$ cat config.mk
export PLATFORM = sky130hd
export DESIGN_NAME = angle_pid_wraparound_unit_flat
export DESIGN_NICKNAME = d
export VERILOG_FILES = /design/src/rtl/apwu_pkg.sv /design/src/rtl/apwu_if.sv /design/src/rtl/apwu_wrap.sv /design/src/rtl/apwu_law.sv /design/src/rtl/angle_pid_wraparound_unit.sv /design/src/flat_wrapper.sv
export SDC_FILE = /design/constraint.sdc
export NUM_CORES = 2
export LEC_CHECK = 0
export BUFFER_PORTS_ARGS = -buffer_cell sky130_fd_sc_hd__buf_4
export CORE_UTILIZATION = 65
export CTS_BUF_LIST = sky130_fd_sc_hd__clkbuf_16
export DETAILED_ROUTE_END_ITERATION = 6
export MAX_ROUTING_LAYER = met4
export PLACE_DENSITY = 0.82
export SYNTH_ARGS = -nofsm -noshare
export SYNTH_HDL_FRONTEND = slang
export SYNTH_SLANG_ARGS = --single-unit
$ cat constraint.sdc
create_clock -name clock -period 32.7 [get_ports clock]
set_clock_uncertainty 0.1 [all_clocks]
set_input_delay 1.635 -clock clock [delete_from_list [all_inputs] [get_ports clock]]
set_output_delay 1.635 -clock clock [all_outputs]
set_load 0.05 [all_outputs]
$ cat src/rtl/apwu_pkg.sv
// Package: shared widths, register indexes and configuration type for the angle PID unit.
`timescale 1ns / 1ps

package apwu_pkg;

   localparam int ANGLE_W   = 13;
   localparam int ERR_W     = 14;
   localparam int GAIN_W    = 16;
   localparam int LIM_W     = 15;
   localparam int DRIVE_W   = 16;
   localparam int ACC_W     = 24;
   localparam int CSR_W     = 16;
   localparam int CSR_IDX_W = 3;

   localparam logic [LIM_W-1:0] OUTPUT_LIMIT_RESET = 15'd320;

   typedef enum logic [CSR_IDX_W-1:0] {
      CSR_KP_GAIN        = 3'd0,
      CSR_KI_GAIN        = 3'd1,
      CSR_KD_GAIN        = 3'd2,
      CSR_INTEGRAL_LIMIT = 3'd3,
      CSR_OUTPUT_LIMIT   = 3'd4
   } csr_index_type;

   typedef struct packed {
      logic signed [GAIN_W-1:0] kp_gain;
      logic signed [GAIN_W-1:0] ki_gain;
      logic signed [GAIN_W-1:0] kd_gain;
      logic [LIM_W-1:0]         integral_limit;
      logic [LIM_W-1:0]         output_limit;
   } cfg_type;

endpackage

$ cat src/rtl/apwu_if.sv
// Interfaces: request and response channels of the angle PID unit.
`timescale 1ns / 1ps

interface apwu_req_if;
   import apwu_pkg::*;

   logic               valid;
   logic               ready;
   logic [ANGLE_W-1:0] measured_angle;
   logic [ANGLE_W-1:0] setpoint_angle;

   modport source (output valid, output measured_angle, output setpoint_angle, input ready);
   modport sink   (input valid, input measured_angle, input setpoint_angle, output ready);
endinterface

interface apwu_rsp_if;
   import apwu_pkg::*;

   logic                      valid;
   logic                      ready;
   logic signed [DRIVE_W-1:0] drive;

   modport source (output valid, output drive, input ready);
   modport sink   (input valid, input drive, output ready);
endinterface

$ cat src/rtl/apwu_wrap.sv
// Angle error: target minus measured, wrapped to the short way around one turn.
`timescale 1ns / 1ps

module apwu_wrap #(
   parameter int COUNTS_PER_TURN = 8192
) (
   input  logic [apwu_pkg::ANGLE_W-1:0]      measured_angle,
   input  logic [apwu_pkg::ANGLE_W-1:0]      setpoint_angle,
   output logic signed [apwu_pkg::ERR_W-1:0] err
);
   import apwu_pkg::*;

   localparam int TurnW = $clog2(COUNTS_PER_TURN) + 2;
   localparam int DiffW = (TurnW > ANGLE_W + 2) ? TurnW : ANGLE_W + 2;
   localparam logic signed [DiffW-1:0] Turn = DiffW'(COUNTS_PER_TURN);
   localparam logic signed [DiffW-1:0] Half = DiffW'(COUNTS_PER_TURN / 2);

   logic signed [DiffW-1:0] diff;
   logic signed [DiffW-1:0] wrapped;

   assign diff = $signed(DiffW'(setpoint_angle)) - $signed(DiffW'(measured_angle));

   always_comb begin
      if (diff >= Half) begin
         wrapped = diff - Turn;
      end else if (diff <= -Half) begin
         wrapped = diff + Turn;
      end else begin
         wrapped = diff;
      end
   end

   assign err = wrapped[ERR_W-1:0];

endmodule

$ cat src/rtl/apwu_law.sv
// Control law: P, clamped I and D terms, integral and previous-error state, output clamp.
`timescale 1ns / 1ps

module apwu_law (
   input  logic                                clock,
   input  logic                                reset,
   input  logic                                advance,
   input  apwu_pkg::cfg_type                   cfg,
   input  logic signed [apwu_pkg::ERR_W-1:0]   err,
   output logic signed [apwu_pkg::DRIVE_W-1:0] drive
);
   import apwu_pkg::*;

   localparam int PW   = GAIN_W + ERR_W;
   localparam int DW   = GAIN_W + ERR_W + 1;
   localparam int SUMW = 32;
   localparam int RESW = SUMW - 8;

   logic signed [ERR_W-1:0]  prev_error_ff;
   logic signed [ERR_W-1:0]  prev_error_in;
   logic signed [ACC_W-1:0]  integral_acc_ff;
   logic signed [ACC_W-1:0]  integral_acc_in;

   logic signed [PW-1:0]     prod_p;
   logic signed [PW-1:0]     prod_i;
   logic signed [ERR_W:0]    delta;
   logic signed [DW-1:0]     prod_d;
   logic signed [SUMW-1:0]   acc_sum;
   logic signed [SUMW-1:0]   ilim;
   logic signed [SUMW-1:0]   acc_clamped;
   logic signed [SUMW-1:0]   total;
   logic signed [RESW-1:0]   shifted;
   logic signed [RESW-1:0]   olim;
   logic signed [RESW-1:0]   res;

   assign prod_p = PW'(cfg.kp_gain) * PW'(err);
   assign prod_i = PW'(cfg.ki_gain) * PW'(err);
   assign delta  = (ERR_W + 1)'(err) - (ERR_W + 1)'(prev_error_ff);
   assign prod_d = DW'(cfg.kd_gain) * DW'(delta);

   assign ilim    = $signed({{(SUMW - LIM_W - 8){1'b0}}, cfg.integral_limit, 8'b0});
   assign acc_sum = SUMW'(integral_acc_ff) + SUMW'(prod_i);

   always_comb begin
      if (acc_sum > ilim) begin
         acc_clamped = ilim;
      end else if (acc_sum < -ilim) begin
         acc_clamped = -ilim;
      end else begin
         acc_clamped = acc_sum;
      end
   end

   assign integral_acc_in = acc_clamped[ACC_W-1:0];
   assign prev_error_in   = err;

   assign total   = SUMW'(prod_p) + acc_clamped + SUMW'(prod_d);
   assign shifted = total[SUMW-1:8];
   assign olim    = $signed({{(RESW - LIM_W){1'b0}}, cfg.output_limit});

   always_comb begin
      if (shifted > olim) begin
         res = olim;
      end else if (shifted < -olim) begin
         res = -olim;
      end else begin
         res = shifted;
      end
   end

   assign drive = res[DRIVE_W-1:0];

   always_ff @(posedge clock) begin
      if (reset) begin
         prev_error_ff   <= '0;
         integral_acc_ff <= '0;
      end else if (advance) begin
         prev_error_ff   <= prev_error_in;
         integral_acc_ff <= integral_acc_in;
      end
   end

endmodule

$ cat src/rtl/angle_pid_wraparound_unit.sv
// Top level: angle PID controller with turn wraparound and integral clamp.
//
// Usage:
//   req_ch carries one beat per sample: measured_angle and setpoint_angle, encoder
//   counts on one turn. rsp_ch returns one beat per request: drive, the PID output
//   clamped to +/- output_limit. Both channels use valid/ready; a beat moves on a
//   rising edge with valid and ready high.
//   csr_we/csr_index/csr_wdata write the gains and limits (index 0..4); indexes
//   beyond 4 are ignored. Write them only while no beat is in flight.
// Flow:
//   A request beat lands in the input register at its accepting edge; the control
//   law loads the output register when the beat advances, and drive waits there
//   until rsp_ch.ready is high. One beat per cycle is sustained while rsp_ch.ready
//   stays high; integral and previous error update with each advanced beat.
// Reset:
//   Synchronous, active high. Clears both stages, the integral, the previous
//   error and the gains; output_limit returns to 320.
// Stall:
//   While rsp_ch.ready is low the output register holds its beat; the input
//   register still fills, and req_ch.ready drops once both stages are full.
`timescale 1ns / 1ps

module angle_pid_wraparound_unit #(
   parameter int COUNTS_PER_TURN = 8192
) (
   input  logic                              clock,
   input  logic                              reset,
   apwu_req_if.sink                          req_ch,
   apwu_rsp_if.source                        rsp_ch,
   input  logic                              csr_we,
   input  logic [apwu_pkg::CSR_IDX_W-1:0]    csr_index,
   input  logic [apwu_pkg::CSR_W-1:0]        csr_wdata
);
   import apwu_pkg::*;

   cfg_type                   cfg_ff;
   cfg_type                   cfg_in;

   logic                      in_valid_ff;
   logic                      in_valid_in;
   logic [ANGLE_W-1:0]        meas_ff;
   logic [ANGLE_W-1:0]        targ_ff;

   logic                      out_valid_ff;
   logic                      out_valid_in;
   logic signed [DRIVE_W-1:0] drive_ff;

   logic                      advance;
   logic                      accept;
   logic signed [ERR_W-1:0]   err;
   logic signed [DRIVE_W-1:0] drive_next;

   assign advance      = in_valid_ff && (!out_valid_ff || rsp_ch.ready);
   assign req_ch.ready = !in_valid_ff || advance;
   assign accept       = req_ch.valid && req_ch.ready;
   assign in_valid_in  = accept || (in_valid_ff && !advance);
   assign out_valid_in = advance || (out_valid_ff && !rsp_ch.ready);

   assign rsp_ch.valid = out_valid_ff;
   assign rsp_ch.drive = drive_ff;

   always_comb begin
      cfg_in = cfg_ff;
      if (csr_we) begin
         unique case (csr_index_type'(csr_index))
            CSR_KP_GAIN:        cfg_in.kp_gain        = $signed(csr_wdata[GAIN_W-1:0]);
            CSR_KI_GAIN:        cfg_in.ki_gain        = $signed(csr_wdata[GAIN_W-1:0]);
            CSR_KD_GAIN:        cfg_in.kd_gain        = $signed(csr_wdata[GAIN_W-1:0]);
            CSR_INTEGRAL_LIMIT: cfg_in.integral_limit = csr_wdata[LIM_W-1:0];
            CSR_OUTPUT_LIMIT:   cfg_in.output_limit   = csr_wdata[LIM_W-1:0];
            default:            cfg_in = cfg_ff;
         endcase
      end
   end

   apwu_wrap #(
      .COUNTS_PER_TURN (COUNTS_PER_TURN)
   ) u_wrap (
      .measured_angle (meas_ff),
      .setpoint_angle (targ_ff),
      .err            (err)
   );

   apwu_law u_law (
      .clock   (clock),
      .reset   (reset),
      .advance (advance),
      .cfg     (cfg_ff),
      .err     (err),
      .drive   (drive_next)
   );

   always_ff @(posedge clock) begin
      if (reset) begin
         cfg_ff.kp_gain        <= '0;
         cfg_ff.ki_gain        <= '0;
         cfg_ff.kd_gain        <= '0;
         cfg_ff.integral_limit <= '0;
         cfg_ff.output_limit   <= OUTPUT_LIMIT_RESET;
         in_valid_ff           <= 1'b0;
         out_valid_ff          <= 1'b0;
      end else begin
         cfg_ff       <= cfg_in;
         in_valid_ff  <= in_valid_in;
         out_valid_ff <= out_valid_in;
      end
   end

   always_ff @(posedge clock) begin
      if (accept) begin
         meas_ff <= req_ch.measured_angle;
         targ_ff <= req_ch.setpoint_angle;
      end
      if (advance) begin
         drive_ff <= drive_next;
      end
   end

endmodule

$ cat src/flat_wrapper.sv
// flat-port wrapper written by rule: the top's interface ports become plain ports
module angle_pid_wraparound_unit_flat import apwu_pkg::*;
#(
   parameter int COUNTS_PER_TURN = 8192
)
  (clock, reset, csr_we, csr_index, csr_wdata, req_ch_valid, req_ch_measured_angle, req_ch_setpoint_angle, req_ch_ready, rsp_ch_valid, rsp_ch_drive, rsp_ch_ready);
  apwu_req_if req_ch_i ();
  apwu_rsp_if rsp_ch_i ();
  input  logic clock;
  input  logic reset;
  input  logic csr_we;
  input  logic [apwu_pkg::CSR_IDX_W-1:0] csr_index;
  input  logic [apwu_pkg::CSR_W-1:0] csr_wdata;
  input wire logic [$bits(req_ch_i.valid)-1:0] req_ch_valid;
  input wire logic [$bits(req_ch_i.measured_angle)-1:0] req_ch_measured_angle;
  input wire logic [$bits(req_ch_i.setpoint_angle)-1:0] req_ch_setpoint_angle;
  output wire logic [$bits(req_ch_i.ready)-1:0] req_ch_ready;
  output wire logic [$bits(rsp_ch_i.valid)-1:0] rsp_ch_valid;
  output wire logic [$bits(rsp_ch_i.drive)-1:0] rsp_ch_drive;
  input wire logic [$bits(rsp_ch_i.ready)-1:0] rsp_ch_ready;
  assign req_ch_i.valid = req_ch_valid;
  assign req_ch_i.measured_angle = req_ch_measured_angle;
  assign req_ch_i.setpoint_angle = req_ch_setpoint_angle;
  assign req_ch_ready = req_ch_i.ready;
  assign rsp_ch_valid = rsp_ch_i.valid;
  assign rsp_ch_drive = rsp_ch_i.drive;
  assign rsp_ch_i.ready = rsp_ch_ready;
  angle_pid_wraparound_unit #(.COUNTS_PER_TURN(COUNTS_PER_TURN)) u_core (.clock(clock), .reset(reset), .req_ch(req_ch_i), .rsp_ch(rsp_ch_i), .csr_we(csr_we), .csr_index(csr_index), .csr_wdata(csr_wdata));
endmodule
Yosys cells after proc, flatten, opt, wreduce, memory -nomap -nowiden
Cells that the tools add are included.
{ "op_classes": {"n_addsub": 9, "n_mul": 3, "magnitude_cmp": 6, "eq_ne": 4, "n_mux": 6, "reduce_logical": 18} }
{ "op_table": {"columns": ["cell", "count"], "rows": [
  ["32-bit two-way mux", 2],
  ["16-bit by 14-bit multiplier with 30-bit output", 2],
  ["30-bit by 32-bit adder with 32-bit output", 1],
  ["32-bit by 31-bit adder with 32-bit output", 1],
  ["31-bit by 32-bit < comparator with 1-bit output", 1],
  ["23-bit negator with 32-bit output", 1],
  ["24-bit by 30-bit adder with 31-bit output", 1],
  ["31-bit by 24-bit greater-than comparator with 1-bit output", 1],
  ["16-bit by 15-bit multiplier with 31-bit output", 1],
  ["14-bit two-way mux", 2],
  ["24-bit by 16-bit greater-than comparator with 1-bit output", 1],
  ["24-bit < comparator", 1],
  ["15-bit negator with 24-bit output", 1],
  ["16-bit two-way mux", 1],
  ["15-bit two-way mux", 1],
  ["14-bit by 14-bit subtractor with 15-bit output", 1],
  ["14-bit adder (second input constant)", 1],
  ["14-bit greater-or-equal comparator (second input constant)", 1],
  ["14-bit by 13-bit <= comparator with 1-bit output (second input constant)", 1],
  ["13-bit by 13-bit subtractor with 14-bit output", 1],
  ["14-bit subtractor (second input constant)", 1],
  ["2-bit AND reduction", 5],
  ["3-bit by 2-bit == test with 1-bit output (second input constant)", 2],
  ["1-bit logical AND", 4],
  ["5 further kinds", 11]
]} }
{ "word_totals": {"regBits": 160, "inputBits": 50, "output_inout_bits": 18, "elab_cells": 59} }

Depth between registers and ports, before layout
{ "logic_depth": {"ltp_word": 14, "mapped_depth": 86, "mapped_depth_nobuf": 81} }

By module
A second synthesis with hierarchy kept.
{ "unflattened": {"cells_unflattened": 4267, "area_unflattened_um2": 38972.4} }
{ "by_module_without_submodules": {"columns": ["mod", "n_inst", "cells_each", "area_per_inst_um2", "seq_area_each_um2"], "rows": [
  ["apwu_law", 1, 3833, 33791.2, 760.7],
  ["angle_pid_wraparound_unit", 1, 331, 4454.3, 2862.7],
  ["apwu_wrap", 1, 103, 726.9, 0.0]
]} }

Worst setup path before layout
Ideal clock, no wire load.
{ "synth_path": {"kind": "reg2reg", "startpoint": "reg u_core.meas_ff[0]", "endpoint": "reg u_core.drive_ff[10], in the netlist u_core.rsp_ch.drive[10], data pin", "setup_ns": 0.152, "t_arrival_ns": 18.126, "t_required_ns": 32.448, "slack_ns": 14.322, "stages_incl_launch_ff": 82, "n_path_buf": 5, "period_less_slack_ns": 18.378, "path_cell_list": "edfxtp_1 -> ha_1 -> fa_1 -> nor2b_1 -> o21ai_0 -> a21boi_0 -> o21ai_0 -> a21boi_0 -> o21ai_0 -> nand2b_1 -> xor2_1 -> or4_1 -> o31ai_2 -> clkbuf_1 -> or2_2 -> fa_1 -> fa_1 -> fa_1 -> (+46 left out) -> nand2b_1 -> a21o_1 -> a21o_1 -> a21oi_1 -> xnor2_1 -> ha_1 -> nand4_1 -> nor2_1 -> a2111oi_0 -> o211ai_1 -> o22ai_1 -> maj3_1 -> nand2_1 -> a211oi_2 -> nor2_4 -> buf_2 -> or2_2 -> a31oi_1"} }
{ "synth_via": {"elab_chain_cells": 14, "word_cells_on_any_way": 22, "cone_classes": "7 x add/sub; 3 x mul; 6 x order compare; 6 x mux"} }
{ "synth_rtl": {"columns": ["element", "line_no", "source"], "rows": [
  ["start, declared", "angle_pid_wraparound_unit.sv:41", "logic [ANGLE_W-1:0] meas_ff;"],
  ["start signal, assigned", "angle_pid_wraparound_unit.sv:111", "meas_ff <= req_ch.measured_angle;"],
  ["13-bit by 13-bit subtractor with 14-bit output (*)", "apwu_wrap.sv:21", "assign diff = $signed(DiffW'(setpoint_angle)) - $signed(DiffW'(measured_angle));"],
  ["14-bit adder or 14-bit by 13-bit <= comparator with 1-bit output (tied branches)", "apwu_wrap.sv:27, apwu_wrap.sv:26", null],
  ["14-bit two-way mux", "apwu_wrap.sv:26", "end else if (diff <= -Half) begin"],
  ["14-bit two-way mux (*)", "apwu_wrap.sv:24", "if (diff >= Half) begin"],
  ["16-bit by 14-bit multiplier with 30-bit output (*)", "apwu_law.sv:37", "assign prod_i = PW'(cfg.ki_gain) * PW'(err);"],
  ["24-bit by 30-bit adder with 31-bit output (*)", "apwu_law.sv:42", "assign acc_sum = SUMW'(integral_acc_ff) + SUMW'(prod_i);"],
  ["31-bit by 32-bit < comparator with 1-bit output", "apwu_law.sv:47", "end else if (acc_sum < -ilim) begin"],
  ["32-bit two-way mux", "apwu_law.sv:47", null],
  ["32-bit two-way mux (*)", "apwu_law.sv:45", "if (acc_sum > ilim) begin"],
  ["net u_core.u_law.acc_clamped[13]", "apwu_law.sv:30", "logic signed [SUMW-1:0] acc_clamped;"],
  ["30-bit by 32-bit adder with 32-bit output (*)", "apwu_law.sv:57", "assign total = SUMW'(prod_p) + acc_clamped + SUMW'(prod_d);"],
  ["32-bit by 31-bit adder with 32-bit output (*)", "apwu_law.sv:57", null],
  ["24-bit < comparator", "apwu_law.sv:64", "end else if (shifted < -olim) begin"],
  ["16-bit two-way mux", "apwu_law.sv:64", null],
  ["15-bit two-way mux (*)", "apwu_law.sv:62", "if (shifted > olim) begin"],
  ["net u_core.drive_next[10]", "angle_pid_wraparound_unit.sv:51", "logic signed [DRIVE_W-1:0] drive_next;"],
  ["end signal, assigned", "angle_pid_wraparound_unit.sv:115", "drive_ff <= drive_next;"],
  ["end, declared", "angle_pid_wraparound_unit.sv:46", "logic signed [DRIVE_W-1:0] drive_ff;"]
]} }
The timed path passes the listed nets; every way through them passes the cells marked *.
A chain may end at the register's enable or synchronous reset.

Worst setup path after layout
{ "layout_path": {"startpoint": "reg u_core.meas_ff[0]", "endpoint": "reg u_core.drive_ff[5], in the netlist u_core.rsp_ch.drive[5], data pin"} }
The elaborated chain is that of the path after synthesis.

==> run_results.csv <==
group,metric,value,unit
routing,wirelength,101000,um
die,rows,88,
synthesis,synth-seq-cells,160,
layout,stdcell_count,5026,
setup_path,critPathCaptureType,"register",
synthesis,synth_flop_cell,"dfxtp_1",
clocking,clk_pin_slew,0.07,ns
clocking,post_cts_resized,0,
timing,fmax,45.8,MHz
timing,finalCritPeriodShare,0.667,
synthesis,yosysSeqAreaShare,0.0952,
global_route,grt_max_degree,96,
routing,vias_per_cell,5.77,
placed_design,port_buffers,67,
global_route,grt_first_pass_wirelength,165000,um
setup_path,path_buf_inv,10,
synthesis,synth.avg_cell_area,8.85,um2
global_route,antenna_found_initial,0,
routing,drc,0,
setup_path,crit_path_max_fanout,36,
clocking,cts-hold-fix-buffers,0,
routing,wl_per_cell,20.0,um
layout,final_layout_size_suffix_gt1_frac,0.0528,
synthesis,ys_async_sr_fraction,0,
die,core_area,57800,um2
clocking,htreeDepth,4,
timing,slew_viol_final,0,
synthesis,yosysUniqueCellTypes,97,
setup_path,critPathKind,"reg -> reg",
global_route,grt_util_all_layers,0.369,
timing,worst_pin_slew,1.14,ns
global_route,first_global_vias,30300,
die,die_height,244,um
routing,ant_nets,0,
timing,hold_viol_final,0,
routing,vias,29000,
setup_path,critPathSlowestCell,"a211oi_1",
outcome,status,"finished, final reports clean",
setup_path,start_kind,"register",
timing,layout_setup_ws,10.88,ns
setup_path,worstPathRequired,32.81,ns
clocking,clock-sinks,160,
synthesis,ys_warn_count,0,
global_route,overflow,0,
die,ios,68,
clocking,clock_path_buffers,2,
synthesis,synth_edf_count,42,
setup_path,max_stage_delay,0.86,ns
layout,syn_to_final_growth,4.52,%
layout,final_common_cell,"inv_1",
worst_hold_path,hold_path.class,"reg -> reg",
routing,drtPass1Iterations,6,
clocking,post-cts-setup-buffers,0,
clocking,cts-root-buf,"clkbuf_16",
job,max_cap_viol_count,0,
die,initial_core_util,0.658,
timing,grt_setup_unrepaired,"no",
die,fp.dieW,244,um
setup_path,arrival,21.94,ns
timing,min_period,21.82,ns
routing,initialDrtViolationCount,2425,
timing,final.setup.tns,0,ns
placed_design,dp.cells,4993,
layout,fillers,4565,
die,dieArea,59500,um2
clocking,clock_latency,0.47,ns
synthesis,synth_nets,5464,
timing,slew_headroom,0.238,
placed_design,pre_cts_ws,11.31,ns
setup_path,cp_common_cell,"fa_1",
clocking,cts_tree,"done",
layout,final_cell_mix,"inv_1 (1001), fa_1 (807), nand2_1 (694), ha_1 (308), and2_1 (189)",
timing,finalSetupViolCount,0,
setup_path,crit_family,"adder cells",
layout,nNetsFinal,5412,
placed_design,gp_congestion,1.01,
clocking,cts_made_buffers,17,
placed_design,dpl.hpwl,82100,um
synthesis,syn_area,38000,um2
synthesis,netlist_instances,4299,
==> sequential cells by signal (all words and copies together), names as in the netlist <==
name	cells
u_core.u_law.prev_error_ff	14
u_core.targ_ff	13
u_core.rsp_ch.valid	1
u_core.u_law.integral_acc_ff	24
u_core.rsp_ch.drive	16
u_core.meas_ff	13
u_core.cfg_ff	78
u_core.in_valid_ff	1
==> cells by family after synthesis <==
| group | count (synthesis) | synth area share |
|---|---|---|
| AO/OA/AOI/OAI | 444 | 0.0752 |
| flip-flops | 160 | 0.0952 |
| AND/OR/NAND/NOR | 1291 | 0.158 |
| multiplexers | 16 | 0.00457 |
| buffers and inverters | 1171 | 0.117 |
| XOR/XNOR | 101 | 0.0238 |
| adder cells (fa/ha/maj) | 1116 | 0.526 |
==> synth_stat cells (all sizes together), types with 5 or more instances <==
library cell | n | area [um2]
mux2i | 5 | 50.1
ha | 308 | 3850
o21a | 24 | 180
nor2 | 132 | 513
a21o | 27 | 203
o2111ai | 5 | 50.0
a22oi | 6 | 45.0
nor3 | 40 | 205
xor2 | 17 | 149
a211oi | 21 | 188
or3 | 14 | 87.6
nand3 | 26 | 135
a21oi | 188 | 952
o31ai | 6 | 63.8
and2 | 190 | 1190
dfxtp | 118 | 2360
xnor2 | 83 | 734
a21boi | 7 | 52.6
a22o | 10 | 87.6
nand4 | 21 | 144
o21ai | 78 | 390
nand2b | 54 | 338
nand2 | 695 | 2610
buf | 24 | 139
edfxtp | 42 | 1260
nor4 | 7 | 50.1
a31o | 5 | 43.8
clkbuf | 146 | 551
inv | 1000 | 3750
mux2 | 11 | 124
or2 | 34 | 213
a221oi | 5 | 50.0
and3 | 8 | 50.1
a31oi | 15 | 109
fa | 807 | 16200
o211ai | 9 | 82.6
nor2b | 50 | 313
==> metal layers <==
metal  routed length, um  GRT usage
met1               40200      0.491
met2               47000      0.577
met3                9160     0.0543
met4                4260      0.138
met5                   0          -
==> worst min-delay path, cell delays in order (launching register included) <==
cell,delay (ns)
dfxtp_1,0.31
nand2_1,0.05
a21oi_1,0.05
==> area by class of cell <==
type | instances | area [um2] | area share
multi-input combinational | 2968 | 30100 | 0.756
inverter | 1001 | 3760 | 0.0945
sequential | 160 | 3620 | 0.0911
tap | 765 | 957 | 0.0241
timing repair buffer | 99 | 743 | 0.0187
clock buffer | 17 | 425 | 0.0107
clock inverter | 15 | 176 | 0.00444
antenna | 1 | 2.50 | 0.0000629
==> metrics by stage <==
stage / cell area, um2 / utilization / hold slack (ns)
final: 39800 / 0.688 / 0.355
after global routing: 39800 / 0.688 / 0.378
after CTS: 39800 / 0.688 / 0.357
after detailed placement: 39200 / 0.678 / 0.348
after global placement: 39200 / 0.678 / 0.342
after floorplan: 38000 / - / 0.336
==> final timing paths <==
path                            slack [ns]                        endpoint  cells after the start                           start
worst max-delay path                 10.88          u_core.rsp_ch.drive[5]                     79               u_core.meas_ff[0]
worst min-delay path                  0.35  u_core.u_law.prev_error_ff[13]                      2  u_core.u_law.prev_error_ff[13]
worst min register to register        0.35  u_core.u_law.prev_error_ff[13]                      2  u_core.u_law.prev_error_ff[13]
worst max register to register       10.88          u_core.rsp_ch.drive[5]                     79               u_core.meas_ff[0]
Power is left out: the tool's default activity adds up to more than one toggle a clock period on the data nets, which glitch-free logic cannot reach.
